[src/sv/bcc_pkg.sv]
// package: shared types and constants for the coulomb counter
package bcc_pkg;

  localparam int unsigned MaxSamplesDefault = 65535;

  localparam int unsigned CntW  = 16;
  localparam int unsigned VSumW = 32;
  localparam int unsigned ISumW = 33;
  localparam int unsigned PSumW = 36;
  localparam int unsigned DivW  = 36;

  // input item kinds
  typedef enum logic [1:0] {
    KIND_SAMPLE    = 2'd0,
    KIND_CLOSE     = 2'd1,
    KIND_CLR_CHG   = 2'd2,
    KIND_CLR_MARKS = 2'd3
  } kind_e;

  // config register indexes
  localparam logic [0:0] REG_OFFSET   = 1'b0;
  localparam logic [0:0] REG_DEADZONE = 1'b1;

  // controller to datapath commands
  typedef struct packed {
    logic       load;      // capture input request
    logic       apply;     // sample / clear update
    logic       div_init;  // start divider on selected sum
    logic [1:0] div_sel;   // 0 voltage, 1 current, 2 power
    logic       div_step;  // one quotient bit
    logic       div_store; // latch quotient
    logic       fin_avg;   // offset and deadzone
    logic       mul_init;
    logic       mul_step;
    logic       fin_chg;   // charge total update
    logic       out_load;  // capture result
  } bcc_cmd_t;

  typedef struct packed {
    logic [1:0] kind;
  } bcc_sts_t;

endpackage

[src/sv/bcc_ctrl.sv]
// file: controller state machine of the coulomb counter
module bcc_ctrl import bcc_pkg::*; (
  input  logic     clk_i,
  input  logic     rst_ni,
  input  logic     in_valid_i,
  output logic     in_ready_o,
  output logic     out_valid_o,
  input  logic     out_ready_i,
  input  bcc_sts_t sts_i,
  output bcc_cmd_t cmd_o
);

  typedef enum logic [7:0] {
    ST_IDLE  = 8'b00000001,
    ST_DEC   = 8'b00000010,
    ST_DINIT = 8'b00000100,
    ST_DIV   = 8'b00001000,
    ST_AVG   = 8'b00010000,
    ST_MUL   = 8'b00100000,
    ST_CHG   = 8'b01000000,
    ST_OUT   = 8'b10000000
  } state_e;

  state_e     state_q, state_d;
  logic [5:0] cnt_q, cnt_d;
  logic [1:0] sel_q, sel_d;
  logic       ov_q, ov_d;

  // output holding register flag
  always_comb begin
    ov_d = ov_q;
    if (ov_q && out_ready_i) ov_d = 1'b0;
    if (cmd_o.out_load) ov_d = 1'b1;
  end

  // sequencing
  always_comb begin
    state_d = state_q;
    cnt_d   = cnt_q;
    sel_d   = sel_q;
    cmd_o   = '0;
    cmd_o.div_sel = sel_q;
    in_ready_o = (state_q == ST_IDLE);
    unique case (state_q)
      ST_IDLE: begin
        if (in_valid_i) begin
          cmd_o.load = 1'b1;
          state_d = ST_DEC;
        end
      end
      ST_DEC: begin
        if (sts_i.kind == KIND_CLOSE) begin
          sel_d = 2'd0;
          state_d = ST_DINIT;
        end else begin
          cmd_o.apply = 1'b1;
          state_d = ST_OUT;
        end
      end
      ST_DINIT: begin
        cmd_o.div_init = 1'b1;
        cnt_d = 6'(DivW - 1);
        state_d = ST_DIV;
      end
      ST_DIV: begin
        cmd_o.div_step = 1'b1;
        cnt_d = cnt_q - 6'd1;
        if (cnt_q == '0) begin
          cmd_o.div_store = 1'b1;
          if (sel_q == 2'd2) state_d = ST_AVG;
          else begin
            sel_d = sel_q + 2'd1;
            state_d = ST_DINIT;
          end
        end
      end
      ST_AVG: begin
        cmd_o.fin_avg = 1'b1;
        state_d = ST_MUL;
        cmd_o.mul_init = 1'b1;
        cnt_d = 6'd31;
      end
      ST_MUL: begin
        cmd_o.mul_step = 1'b1;
        cnt_d = cnt_q - 6'd1;
        if (cnt_q == '0) state_d = ST_CHG;
      end
      ST_CHG: begin
        cmd_o.fin_chg = 1'b1;
        state_d = ST_OUT;
      end
      ST_OUT: begin
        if (!ov_q || out_ready_i) begin
          cmd_o.out_load = 1'b1;
          state_d = ST_IDLE;
        end
      end
      default: state_d = ST_IDLE;
    endcase
  end

  always_ff @(posedge clk_i or negedge rst_ni) begin
    if (!rst_ni) begin
      state_q <= ST_IDLE;
      cnt_q   <= '0;
      sel_q   <= '0;
      ov_q    <= 1'b0;
    end else begin
      state_q <= state_d;
      cnt_q   <= cnt_d;
      sel_q   <= sel_d;
      ov_q    <= ov_d;
    end
  end

  assign out_valid_o = ov_q;

endmodule

[src/sv/bcc_dp.sv]
// file: datapath of the coulomb counter (sums, serial divider, serial multiplier)
module bcc_dp import bcc_pkg::*; #(
  parameter int unsigned MaxSamples = MaxSamplesDefault
) (
  input  logic         clk_i,
  input  logic         rst_ni,
  input  bcc_cmd_t     cmd_i,
  output bcc_sts_t     sts_o,
  input  logic [85:0]  in_data_i,
  input  logic         cfg_valid_i,
  input  logic [0:0]   cfg_index_i,
  input  logic [15:0]  cfg_data_i,
  output logic [247:0] out_data_o
);

  // captured request
  logic [1:0]  kind_q;
  logic [14:0] volt_q;
  logic signed [15:0] curr_q;
  logic [19:0] pwr_q;
  logic        rdy_q;
  logic [31:0] el_q;

  // config
  logic signed [15:0] off_q;
  logic [9:0]         dz_q;

  // state
  logic [VSumW-1:0]        vsum_q;
  logic signed [ISumW-1:0] isum_q;
  logic [PSumW-1:0]        psum_q;
  logic [CntW-1:0]         cnt_q;
  logic [14:0]             avv_q;
  logic signed [16:0]      avi_q;
  logic [19:0]             avp_q;
  logic signed [48:0]      cl_q;
  logic signed [63:0]      ct_q;
  logic [14:0]             vmin_q, vmax_q;
  logic signed [15:0]      imin_q, imax_q;
  logic                    acc_q;

  // divider
  logic [DivW-1:0] dq_q, dr_q;
  logic            dneg_q;
  logic [DivW:0]   dtrial;
  logic [DivW-1:0] qv_q, qi_q, qp_q;
  logic [DivW-1:0] qnext;
  logic [DivW-1:0] qmag;
  logic signed [DivW-1:0] isum_ext;

  // multiplier
  logic [48:0] prod_q;
  logic [31:0] mcand_q;
  logic [16:0] mabs_q;
  logic        mneg_q;

  logic signed [17:0] ac_w;
  logic [17:0]        ac_mag;
  logic signed [48:0] chg_w;
  logic signed [64:0] sum65;
  logic take;

  assign sts_o.kind = kind_q;
  assign take = (kind_q == KIND_SAMPLE) && rdy_q && (32'(cnt_q) < 32'(MaxSamples));
  assign isum_ext = DivW'(isum_q);

  always_ff @(posedge clk_i) begin
    if (cmd_i.load) begin
      kind_q <= in_data_i[1:0];
      volt_q <= in_data_i[16:2];
      curr_q <= in_data_i[32:17];
      pwr_q  <= in_data_i[52:33];
      rdy_q  <= in_data_i[53];
      el_q   <= in_data_i[85:54];
    end
  end

  // config writes
  always_ff @(posedge clk_i or negedge rst_ni) begin
    if (!rst_ni) begin
      off_q <= '0;
      dz_q  <= 10'd10;
    end else if (cfg_valid_i) begin
      if (cfg_index_i == REG_OFFSET) off_q <= cfg_data_i;
      else dz_q <= cfg_data_i[9:0];
    end
  end

  // restoring divider, magnitude form
  assign dtrial = {dr_q, dq_q[DivW-1]} - {{(DivW+1-CntW){1'b0}}, cnt_q};
  assign qnext  = {dq_q[DivW-2:0], ~dtrial[DivW]};
  assign qmag   = dneg_q ? (~qnext + 1'b1) : qnext;

  always_ff @(posedge clk_i) begin
    if (cmd_i.div_init) begin
      dr_q <= '0;
      unique case (cmd_i.div_sel)
        2'd0: begin dq_q <= DivW'(vsum_q); dneg_q <= 1'b0; end
        2'd1: begin
          dneg_q <= isum_q[ISumW-1];
          dq_q   <= isum_q[ISumW-1] ? (~isum_ext + 1'b1) : isum_ext;
        end
        default: begin dq_q <= psum_q; dneg_q <= 1'b0; end
      endcase
    end else if (cmd_i.div_step) begin
      if (!dtrial[DivW]) begin
        dr_q <= dtrial[DivW-1:0];
        dq_q <= {dq_q[DivW-2:0], 1'b1};
      end else begin
        dr_q <= {dr_q[DivW-2:0], dq_q[DivW-1]};
        dq_q <= {dq_q[DivW-2:0], 1'b0};
      end
    end
  end

  // quotient capture on the last step, last bit included; zero count gives zero
  always_ff @(posedge clk_i) begin
    if (cmd_i.div_store) begin
      unique case (cmd_i.div_sel)
        2'd0: qv_q <= (cnt_q == '0) ? '0 : qmag;
        2'd1: qi_q <= (cnt_q == '0) ? '0 : qmag;
        default: qp_q <= (cnt_q == '0) ? '0 : qmag;
      endcase
    end
  end

  // average current with offset, its magnitude, signed charge and saturating sum
  assign ac_w   = 18'(signed'(qi_q[16:0])) + 18'(off_q);
  assign ac_mag = ac_w[17] ? (~ac_w + 1'b1) : ac_w;
  assign chg_w  = mneg_q ? (~prod_q + 1'b1) : prod_q;
  assign sum65  = 65'(ct_q) + 65'(chg_w);

  always_ff @(posedge clk_i) begin
    if (cmd_i.mul_init) begin
      prod_q  <= '0;
      mcand_q <= el_q;
      mabs_q  <= (ac_mag < 18'(dz_q)) ? 17'd0 : ac_mag[16:0];
      mneg_q  <= ac_w[17];
    end else if (cmd_i.mul_step) begin
      prod_q  <= (prod_q << 1) + (mcand_q[31] ? 49'(mabs_q) : 49'd0);
      mcand_q <= mcand_q << 1;
    end
  end

  // architectural state
  always_ff @(posedge clk_i or negedge rst_ni) begin
    if (!rst_ni) begin
      vsum_q <= '0; isum_q <= '0; psum_q <= '0; cnt_q <= '0;
      avv_q <= '0; avi_q <= '0; avp_q <= '0; cl_q <= '0; ct_q <= '0;
      vmin_q <= 15'h7fff; vmax_q <= '0;
      imin_q <= 16'sh7fff; imax_q <= 16'sh8000;
      acc_q <= 1'b0;
    end else begin
      if (cmd_i.apply) begin
        acc_q <= take;
        unique case (kind_e'(kind_q))
          KIND_SAMPLE: begin
            if (take) begin
              vsum_q <= vsum_q + VSumW'(volt_q);
              isum_q <= isum_q + ISumW'(curr_q);
              psum_q <= psum_q + PSumW'(pwr_q);
              cnt_q  <= cnt_q + 1'b1;
              if (volt_q < vmin_q) vmin_q <= volt_q;
              if (volt_q > vmax_q) vmax_q <= volt_q;
              if (curr_q < imin_q) imin_q <= curr_q;
              if (curr_q > imax_q) imax_q <= curr_q;
            end
          end
          KIND_CLR_CHG: ct_q <= '0;
          KIND_CLR_MARKS: begin
            vmin_q <= 15'h7fff; vmax_q <= '0;
            imin_q <= 16'sh7fff; imax_q <= 16'sh8000;
          end
          default: ;
        endcase
      end
      if (cmd_i.fin_avg) begin
        acc_q <= 1'b0;
        avv_q <= qv_q[14:0];
        if (ac_mag < 18'(dz_q)) begin
          avi_q <= '0; avp_q <= '0;
        end else begin
          avi_q <= ac_w[16:0]; avp_q <= qp_q[19:0];
        end
      end
      if (cmd_i.fin_chg) begin
        cl_q <= chg_w;
        if (sum65[64] != sum65[63])
          ct_q <= sum65[64] ? {1'b1, 63'd0} : {1'b0, {63{1'b1}}};
        else ct_q <= sum65[63:0];
        vsum_q <= '0; isum_q <= '0; psum_q <= '0; cnt_q <= '0;
      end
    end
  end

  logic signed [16:0] amin_w, amax_w;
  assign amin_w = 17'(imin_q) + 17'(off_q);
  assign amax_w = 17'(imax_q) + 17'(off_q);

  // result register
  always_ff @(posedge clk_i) begin
    if (cmd_i.out_load) begin
      out_data_o <= {2'b00, acc_q, cnt_q, amax_w, amin_w, vmax_q, vmin_q,
                     ct_q, cl_q, avp_q, avi_q, avv_q};
    end
  end

endmodule

[src/sv/battery_coulomb_counter.sv]
// file: top level of the window-averaging coulomb counter
// sequence: a sample or clear request is decoded, applied and registered as its result;
// a close window request runs decode, three serial divisions (setup plus 36 steps each),
// average, a shift-add multiply, charge and output
// flow: one request at a time; the next is accepted once the previous result is loaded
// into the output register, which waits while the result before it is still unread
// reset: asynchronous active low; sums, averages and charge clear, watermarks go to
// their extremes, offset 0 and deadzone 10
module battery_coulomb_counter import bcc_pkg::*; #(
  parameter int unsigned MaxSamples = MaxSamplesDefault
) (
  input  logic         clk_i,
  input  logic         rst_ni,
  input  logic         s_axis_tvalid,
  output logic         s_axis_tready,
  // bus_voltage_mv, current_ma, power_mw, sample_ready, elapsed_us, zero pad
  input  logic [87:0]  s_axis_tdata,
  // kind
  input  logic [1:0]   s_axis_tuser,
  output logic         m_axis_tvalid,
  input  logic         m_axis_tready,
  // avg_voltage_mv, avg_current_ma, avg_power_mw, charge_last, charge_total,
  // volt_min_mv, volt_max_mv, amp_min_ma, amp_max_ma, window_samples, accepted, pad
  output logic [247:0] m_axis_tdata,
  input  logic         cfg_valid_i,
  output logic         cfg_ready_o,
  input  logic [0:0]   cfg_index_i,
  input  logic [15:0]  cfg_data_i
);

  bcc_cmd_t     cmd;
  bcc_sts_t     sts;

  assign cfg_ready_o  = 1'b1;

  bcc_ctrl u_ctrl (
    .clk_i, .rst_ni,
    .in_valid_i (s_axis_tvalid), .in_ready_o (s_axis_tready),
    .out_valid_o(m_axis_tvalid), .out_ready_i(m_axis_tready),
    .sts_i(sts), .cmd_o(cmd)
  );

  bcc_dp #(.MaxSamples(MaxSamples)) u_dp (
    .clk_i, .rst_ni, .cmd_i(cmd), .sts_o(sts),
    .in_data_i({s_axis_tdata[83:0], s_axis_tuser}),
    .cfg_valid_i, .cfg_index_i, .cfg_data_i,
    .out_data_o(m_axis_tdata)
  );

endmodule

[config.mk]
export PLATFORM = sky130hd
export DESIGN_NAME = battery_coulomb_counter
export DESIGN_NICKNAME = d
export VERILOG_FILES = /design/src/sv/bcc_pkg.sv /design/src/sv/bcc_ctrl.sv /design/src/sv/bcc_dp.sv /design/src/sv/battery_coulomb_counter.sv
export SDC_FILE = /design/constraint.sdc
export NUM_CORES = 2
export LEC_CHECK = 0
export BUFFER_PORTS_ARGS = -buffer_cell sky130_fd_sc_hd__buf_4
export CAP_MARGIN = 20
export CELL_PAD_IN_SITES_DETAIL_PLACEMENT = 0
export CELL_PAD_IN_SITES_GLOBAL_PLACEMENT = 2
export CORE_MARGIN = 10
export CORE_UTILIZATION = 30
export CTS_CLUSTER_SIZE = 10
export DETAILED_ROUTE_END_ITERATION = 8
export PLACE_DENSITY = 0.7
export SYNTH_ARGS = -nofsm -noshare
export SYNTH_HDL_FRONTEND = slang
export SYNTH_SLANG_ARGS = --single-unit
[constraint.sdc]
create_clock -name clk_i -period 16.33 [get_ports clk_i]
set_input_delay 3.266 -clock clk_i [delete_from_list [all_inputs] [get_ports clk_i]]
set_output_delay 3.266 -clock clk_i [all_outputs]
set_load 0.005 [all_outputs]
After elaboration in Yosys (flattened, before gate mapping) --
Index checks and enable logic that the tools add are counted. W data, S select, Z words.
Cells by class: add/sub/neg operators 16, order comparisons 6, equal/unequal tests 25, multiplexer cells 76, bitwise gates (word level) 7, reductions and logical operators 35
Operators with widths (count):
- $mux W64 | 5
- $mux W36 | 8
- $mux W32 | 6
- $mux W33 | 4
- $mux W16 | 8
- $pmux W36 S2 | 1
- $add A64 B49 Y65 | 1
- $pmux W16 S2 | 2
- $pmux W8 S8 | 1
- $mux W15 | 4
- $mux W20 | 3
- $pmux W15 S2 | 2
- $add A49 B1 Y49 const B | 1
- $add A49 B49 Y49 | 1
- $mux W49 | 1
- $not A49 Y49 | 1
- $mux W8 | 5
- $sub A37 B16 Y37 | 1
- $add A36 B1 Y36 const B | 1
- $add A36 B20 Y36 | 1
- $not A36 Y36 | 1
- $add A16 B16 Y17 | 2
- $mux W17 | 2
- $add A33 B16 Y33 | 1
- 47 further kinds | 102
Storage, ports and cells: register bits 944, input port bits 112, word-level logic and storage cells 202

Longest topological paths before layout --
depth after elaboration 7, depth in mapped cells 25, depth with buffers taken out 21

Cells and area by module --
From an unflattened synthesis, not the netlist that was laid out.
Second synthesis, totals: cell total of the unflattened synthesis 4841, area total of the unflattened synthesis 50493.4 µm²
By module, submodules not included:
- bcc_dp | instances 1, cells each 4723, area each 49414.9 µm²
- bcc_ctrl | instances 1, cells each 116, area each 1067.3 µm²
- battery_coulomb_counter | instances 1, cells each 2, area each 11.3 µm²

Least setup slack after synthesis --
Ideal clock, no wire load.
path kind input to register, start point input port m_axis_tready, end point register u_dp.out_data_o[0], enable pin, setup time 0.935 ns, arrival 15.114 ns, path slack 0.281 ns, cell stages on the path 2, path through inv_1 a21oi_1
RTL lines:
- from (decl) | line battery_coulomb_counter.sv:21 | input logic m_axis_tready,
- to (signal assigned) | line bcc_dp.sv:203 | out_data_o <= {2'b00, acc_q, cnt_q, amax_w, amin_w, vmax_q, vmin_q,
- to (decl) | line bcc_dp.sv:13 | output logic [247:0] out_data_o

Worst setup path after layout --
start point register u_dp.prod_q[0], end point register u_dp.ct_q[1]
Between the ends: word-level cells in the longest chain between the ends 7, elaborated cells between the ends (all ways) 8
RTL lines:
- from (decl) | line bcc_dp.sv:52 | logic [48:0] prod_q;
- from (signal assigned) | line bcc_dp.sv:140 | prod_q <= (prod_q << 1) + (mcand_q[31] ? 49'(mabs_q) : 49'd0);
- $not A49 Y49 * | line bcc_dp.sv:130 | assign chg_w = mneg_q ? (~prod_q + 1'b1) : prod_q;
- $add A49 B1 Y49 * | line bcc_dp.sv:130
- $mux W49 * | line bcc_dp.sv:130
- named net u_dp.chg_w[26] | line bcc_dp.sv:59 | logic signed [48:0] chg_w;
- $add A64 B49 Y65 * | line bcc_dp.sv:131 | assign sum65 = 65'(ct_q) + 65'(chg_w);
- $mux W64 / $ne A1 B1 Y1 (equally long branches) | line bcc_dp.sv:189, bcc_dp.sv:188
- $mux W64 * | line bcc_dp.sv:188 | if (sum65[64] != sum65[63])
- $mux W64 * | line bcc_dp.sv:186 | if (cmd_i.fin_chg) begin
- to (signal assigned) | line bcc_dp.sv:189 | ct_q <= sum65[64] ? {1'b1, 63'd0} : {1'b0, {63{1'b1}}};
- to (signal assigned) | line bcc_dp.sv:190 | else ct_q <= sum65[63:0];
- to (decl) | line bcc_dp.sv:37 | logic signed [63:0] ct_q;
The timed path passes the listed nets; every way through them passes the cells marked *. A chain may end at the register's enable or synchronous reset.

==> impl_metrics.ini <==
[power]
peakVddDrop_v = 0.0000895
seqPwrFrac_pct = 39.7
switchingPower_uw = 2650
p_leak_uw = 0.0248
power.share.combinational_pct = 29.6
switching_share_pct = 33.4
p_per_area_nw_per_um2 = 135
clockPowerShare_pct = 30.7
power.internal_uw = 5290

[layout]
areaGrowthSynthToFinish_pct = 17.2
drive_gt1_share_pct = 12.8
diodes = 0
stdcell_count = 7527
final_util_pct = 35.5
nets = 5655

[synth]
avgSynthCellArea_um2 = 10.1
synth_area_leaders = edfxtp_1 (28%), dfrtp_1 (18%), ha_1 (7.5%)
synth_top_family_by_area = simple AND/OR/NAND/NOR gates
ys.flop_type = edfxtp_1
synthMuxAreaShare_pct = 1.25
synth_seq_area_share_pct = 51.2
synth_edf_count = 471
synth_top_area_cell = edfxtp_1
synth_cells = 4935
syn_area_um2 = 50000
yosys.area_share.simple_pct = 15.4
ys_types = 98
synth_common_cells = nand2_1 (740), edfxtp_1 (471), o21ai_0 (383), dfrtp_1 (354), nor2_1 (323)
synth.most_common_cell = nand2_1
synth_compound_area_share_pct = 14.7
yosysTopAreaCellShare_pct = 28.3
yosysWarnings = 0
synth.ff_latch_count = 944
yosys.area_share.xor_xnor_pct = 6.37
async_reset_ff_share_pct = 41.1
synth_adder_area_share_pct = 7.81

[worst_setup_path]
r2r-start = u_dp.prod_q[0]
worstSetupPathType = register to register
reg2reg_to = u_dp.ct_q[1]
endpoint_kind = register
worst_r2r_path_depth = 21
critical_path.cell_chain = inv_1 -> ha_1 -> nand2_1 -> nor3_1 -> and3_1 -> inv_1 -> o21ai_0 -> xnor2_1 -> ha_1 -> a21oi_1 -> o21ai_0 -> a2111oi_0 -> o22ai_1 -> a21oi_1 -> o311a_1 -> nor2_1 -> a21oi_2 -> mux2i_1 -> nand2_1 -> buf_4 -> o211ai_1
cp.arrival_ns = 7.49
start_kind = register
ff2ff_setup_slack_ns = 9.49
cp.required_ns = 16.98
crit_fanout = 47
max_stage_delay_ns = 0.52
critPathSlowestCell = nor3_1

[die]
dieWidth_um = 428
start_util_pct = 30.3
io_pins = 363
dieArea_um2 = 183000
dieHeight_um = 428
rows = 149
coreArea_um2 = 165000

[grt]
grt_max_degree = 93
grtUsageTotal_pct = 15.7
grt_pass1_wl_um = 228000
antenna_found_initial = 10
grt_overflow_total = 0
grt_pass1_vias = 36361

[placed_design]
port_buffers = 355
place.gp.congestion = 0.808
dp_hpwl_um = 108000
placed_cells = 7307

[routing]
wl_met2_um = 73200
drt_iter0_markers = 1929
via_count = 36478
dr_wl_met3_um = 5260
wl_per_cell_um = 19.6
antenna_left = 0
topRoutingLayerUsed = met5
first_pass_iters = 8
drc = 0
vias_per_cell = 4.85
wl_um = 148000
drt-met1-wl_um = 65100

[min_path]
holdPathEnd = u_dp.out_data_o[2]
hold_path.startpoint = u_dp.avv_q[2]
min_path_type = register to register
hold_path_depth = 0

[sta]
post-route-period-util_pct = 41.9
finalHoldViolations = 0
worst_slew_pin_slew_ns = 1.03
finClkSkew_ns = 0.0532
maxSlewHeadroom_pct = 31.1
drv_slew = 0
max_freq_mhz = 146
rsz0062_at_grt = no
timing.setup.tns_ns = 0
fin_crit_ns = 6.84
finalSetupViolCount = 0

[flow_run]
drv_cap = 0

[cts]
clk_pin_slew_ns = 0.06
tritoncts = yes
htreeDepth = 3
cts.sink_count = 944
cts_buffer_depth = 3
ctsResizeCount = 0
cts_buffers = 115
root_buffer = clkbuf_16
cts-hold-fix-buffers = 0
clk_latency_ns = 0.74
post_cts_buffers = 0

[outcome]
status = complete, no violations
==> sequential cells by signal, indices dropped and copies added, names as in the netlist, 16 cells and up <==
name and cells:
u_dp.avp_q 20, u_dp.ct_q 64, u_dp.el_q 32, u_dp.psum_q 36, u_dp.mabs_q 17, u_dp.cnt_q 16
u_dp.mcand_q 32, u_dp.curr_q 16, u_dp.prod_q 49, u_dp.qp_q 20, u_dp.vsum_q 32, u_dp.imax_q 16
u_dp.cl_q 49, u_dp.dq_q 36, u_dp.dr_q 36, u_dp.qi_q 17, u_dp.out_data_o 246, u_dp.isum_q 33
u_dp.off_q 16, u_dp.pwr_q 20, u_dp.avi_q 17, u_dp.imin_q 16
==> through the flow <==
step                hold WS (ns)  area, um2  power (uW)  setup WS (ns)
floorplan                  0.415      50000        4820          0.281
finish                     0.407      58700        7940           9.49
global placement           0.430      55000        5550           9.27
detailed placement         0.424      55100        5570           9.23
CTS                        0.408      58600        8070           9.21
global route               0.409      58700        8500           8.70
==> area by class of cell <==
type / instances / area (um2)
clock buffers: 194 / 3390
repair buffers: 404 / 3080
flip-flops and latches: 944 / 25600
fillers: 16721 / 107000
inverters: 213 / 801
clock inverters: 25 / 198
multi-input cells: 3558 / 22800
well taps: 2189 / 2740
==> power groups by stage <==
| stage | Sequential, uW | Clock, uW | Combinational, uW |
|---|---|---|---|
| 3_5_place_dp | 3200 | 0 | 2370 |
| 3_3_place_gp | 3210 | 0 | 2340 |
| 6_report | 3150 | 2430 | 2350 |
| 5_1_grt | 3190 | 2620 | 2680 |
| 2_1_floorplan | 3110 | 0 | 1700 |
| 4_1_cts | 3160 | 2530 | 2390 |
==> routing by layer <==
layer,global-route usage [%],vias up
li1,-,18180
met1,19.8,17520
met2,27.4,550
met3,2.48,208
met4,4.84,20
met5,0,-
==> how the worst max path moves through the flow <==
stage / from / end / slack [ns] / depth (start not counted)
2_1_floorplan: m_axis_tready / u_dp.out_data_o[0] / 0.28 / 2
3_3_place_gp: u_dp.prod_q[0] / u_dp.ct_q[0] / 9.27 / 21
3_5_place_dp: u_dp.prod_q[0] / u_dp.ct_q[1] / 9.23 / 21
4_1_cts: u_dp.prod_q[0] / u_dp.ct_q[10] / 9.21 / 21
5_1_grt: u_dp.prod_q[0] / u_dp.ct_q[14] / 8.70 / 21
6_report: u_dp.prod_q[0] / u_dp.ct_q[1] / 9.49 / 21
==> kinds of logic after synthesis <==
group | after synthesis
multiplexers | 61
AO/OA/AOI/OAI | 1154
buffers and inverters | 434
flip-flops | 944
XOR/XNOR | 361
other | 2
AND/OR/NAND/NOR | 1672
adder cells (fa/ha/maj) | 307
==> critical path, delay by kind of cell (launching register included) <==
kind	cells	cell delay, ns
AO/OA/AOI/OAI	9	2.60
XOR/XNOR	1	0.23
adder cells (fa/ha/maj)	2	0.61
buffers and inverters	3	0.82
flip-flops	1	0.37
multiplexers	1	0.49
AND/OR/NAND/NOR	5	1.56
==> layout by cell type (no fill, tap or decap), types with 47 or more instances in the layout <==
cell type	instances
dfxtp_1	85
a21oi_1	250
clkbuf_1	61
nand2b_1	74
xnor2_1	219
nor2_1	320
mux2i_1	49
dfrtp_1	354
clkbuf_16	118
xor2_1	138
nand4_1	48
nor3_1	67
inv_1	211
nand3_1	150
ha_1	297
nand2_1	740
o21a_1	47
a21o_1	105
o31ai_1	72
buf_4	400
edfxtp_1	471
o21ai_0	383
Note: power is estimated with default switching activity, not from simulation.
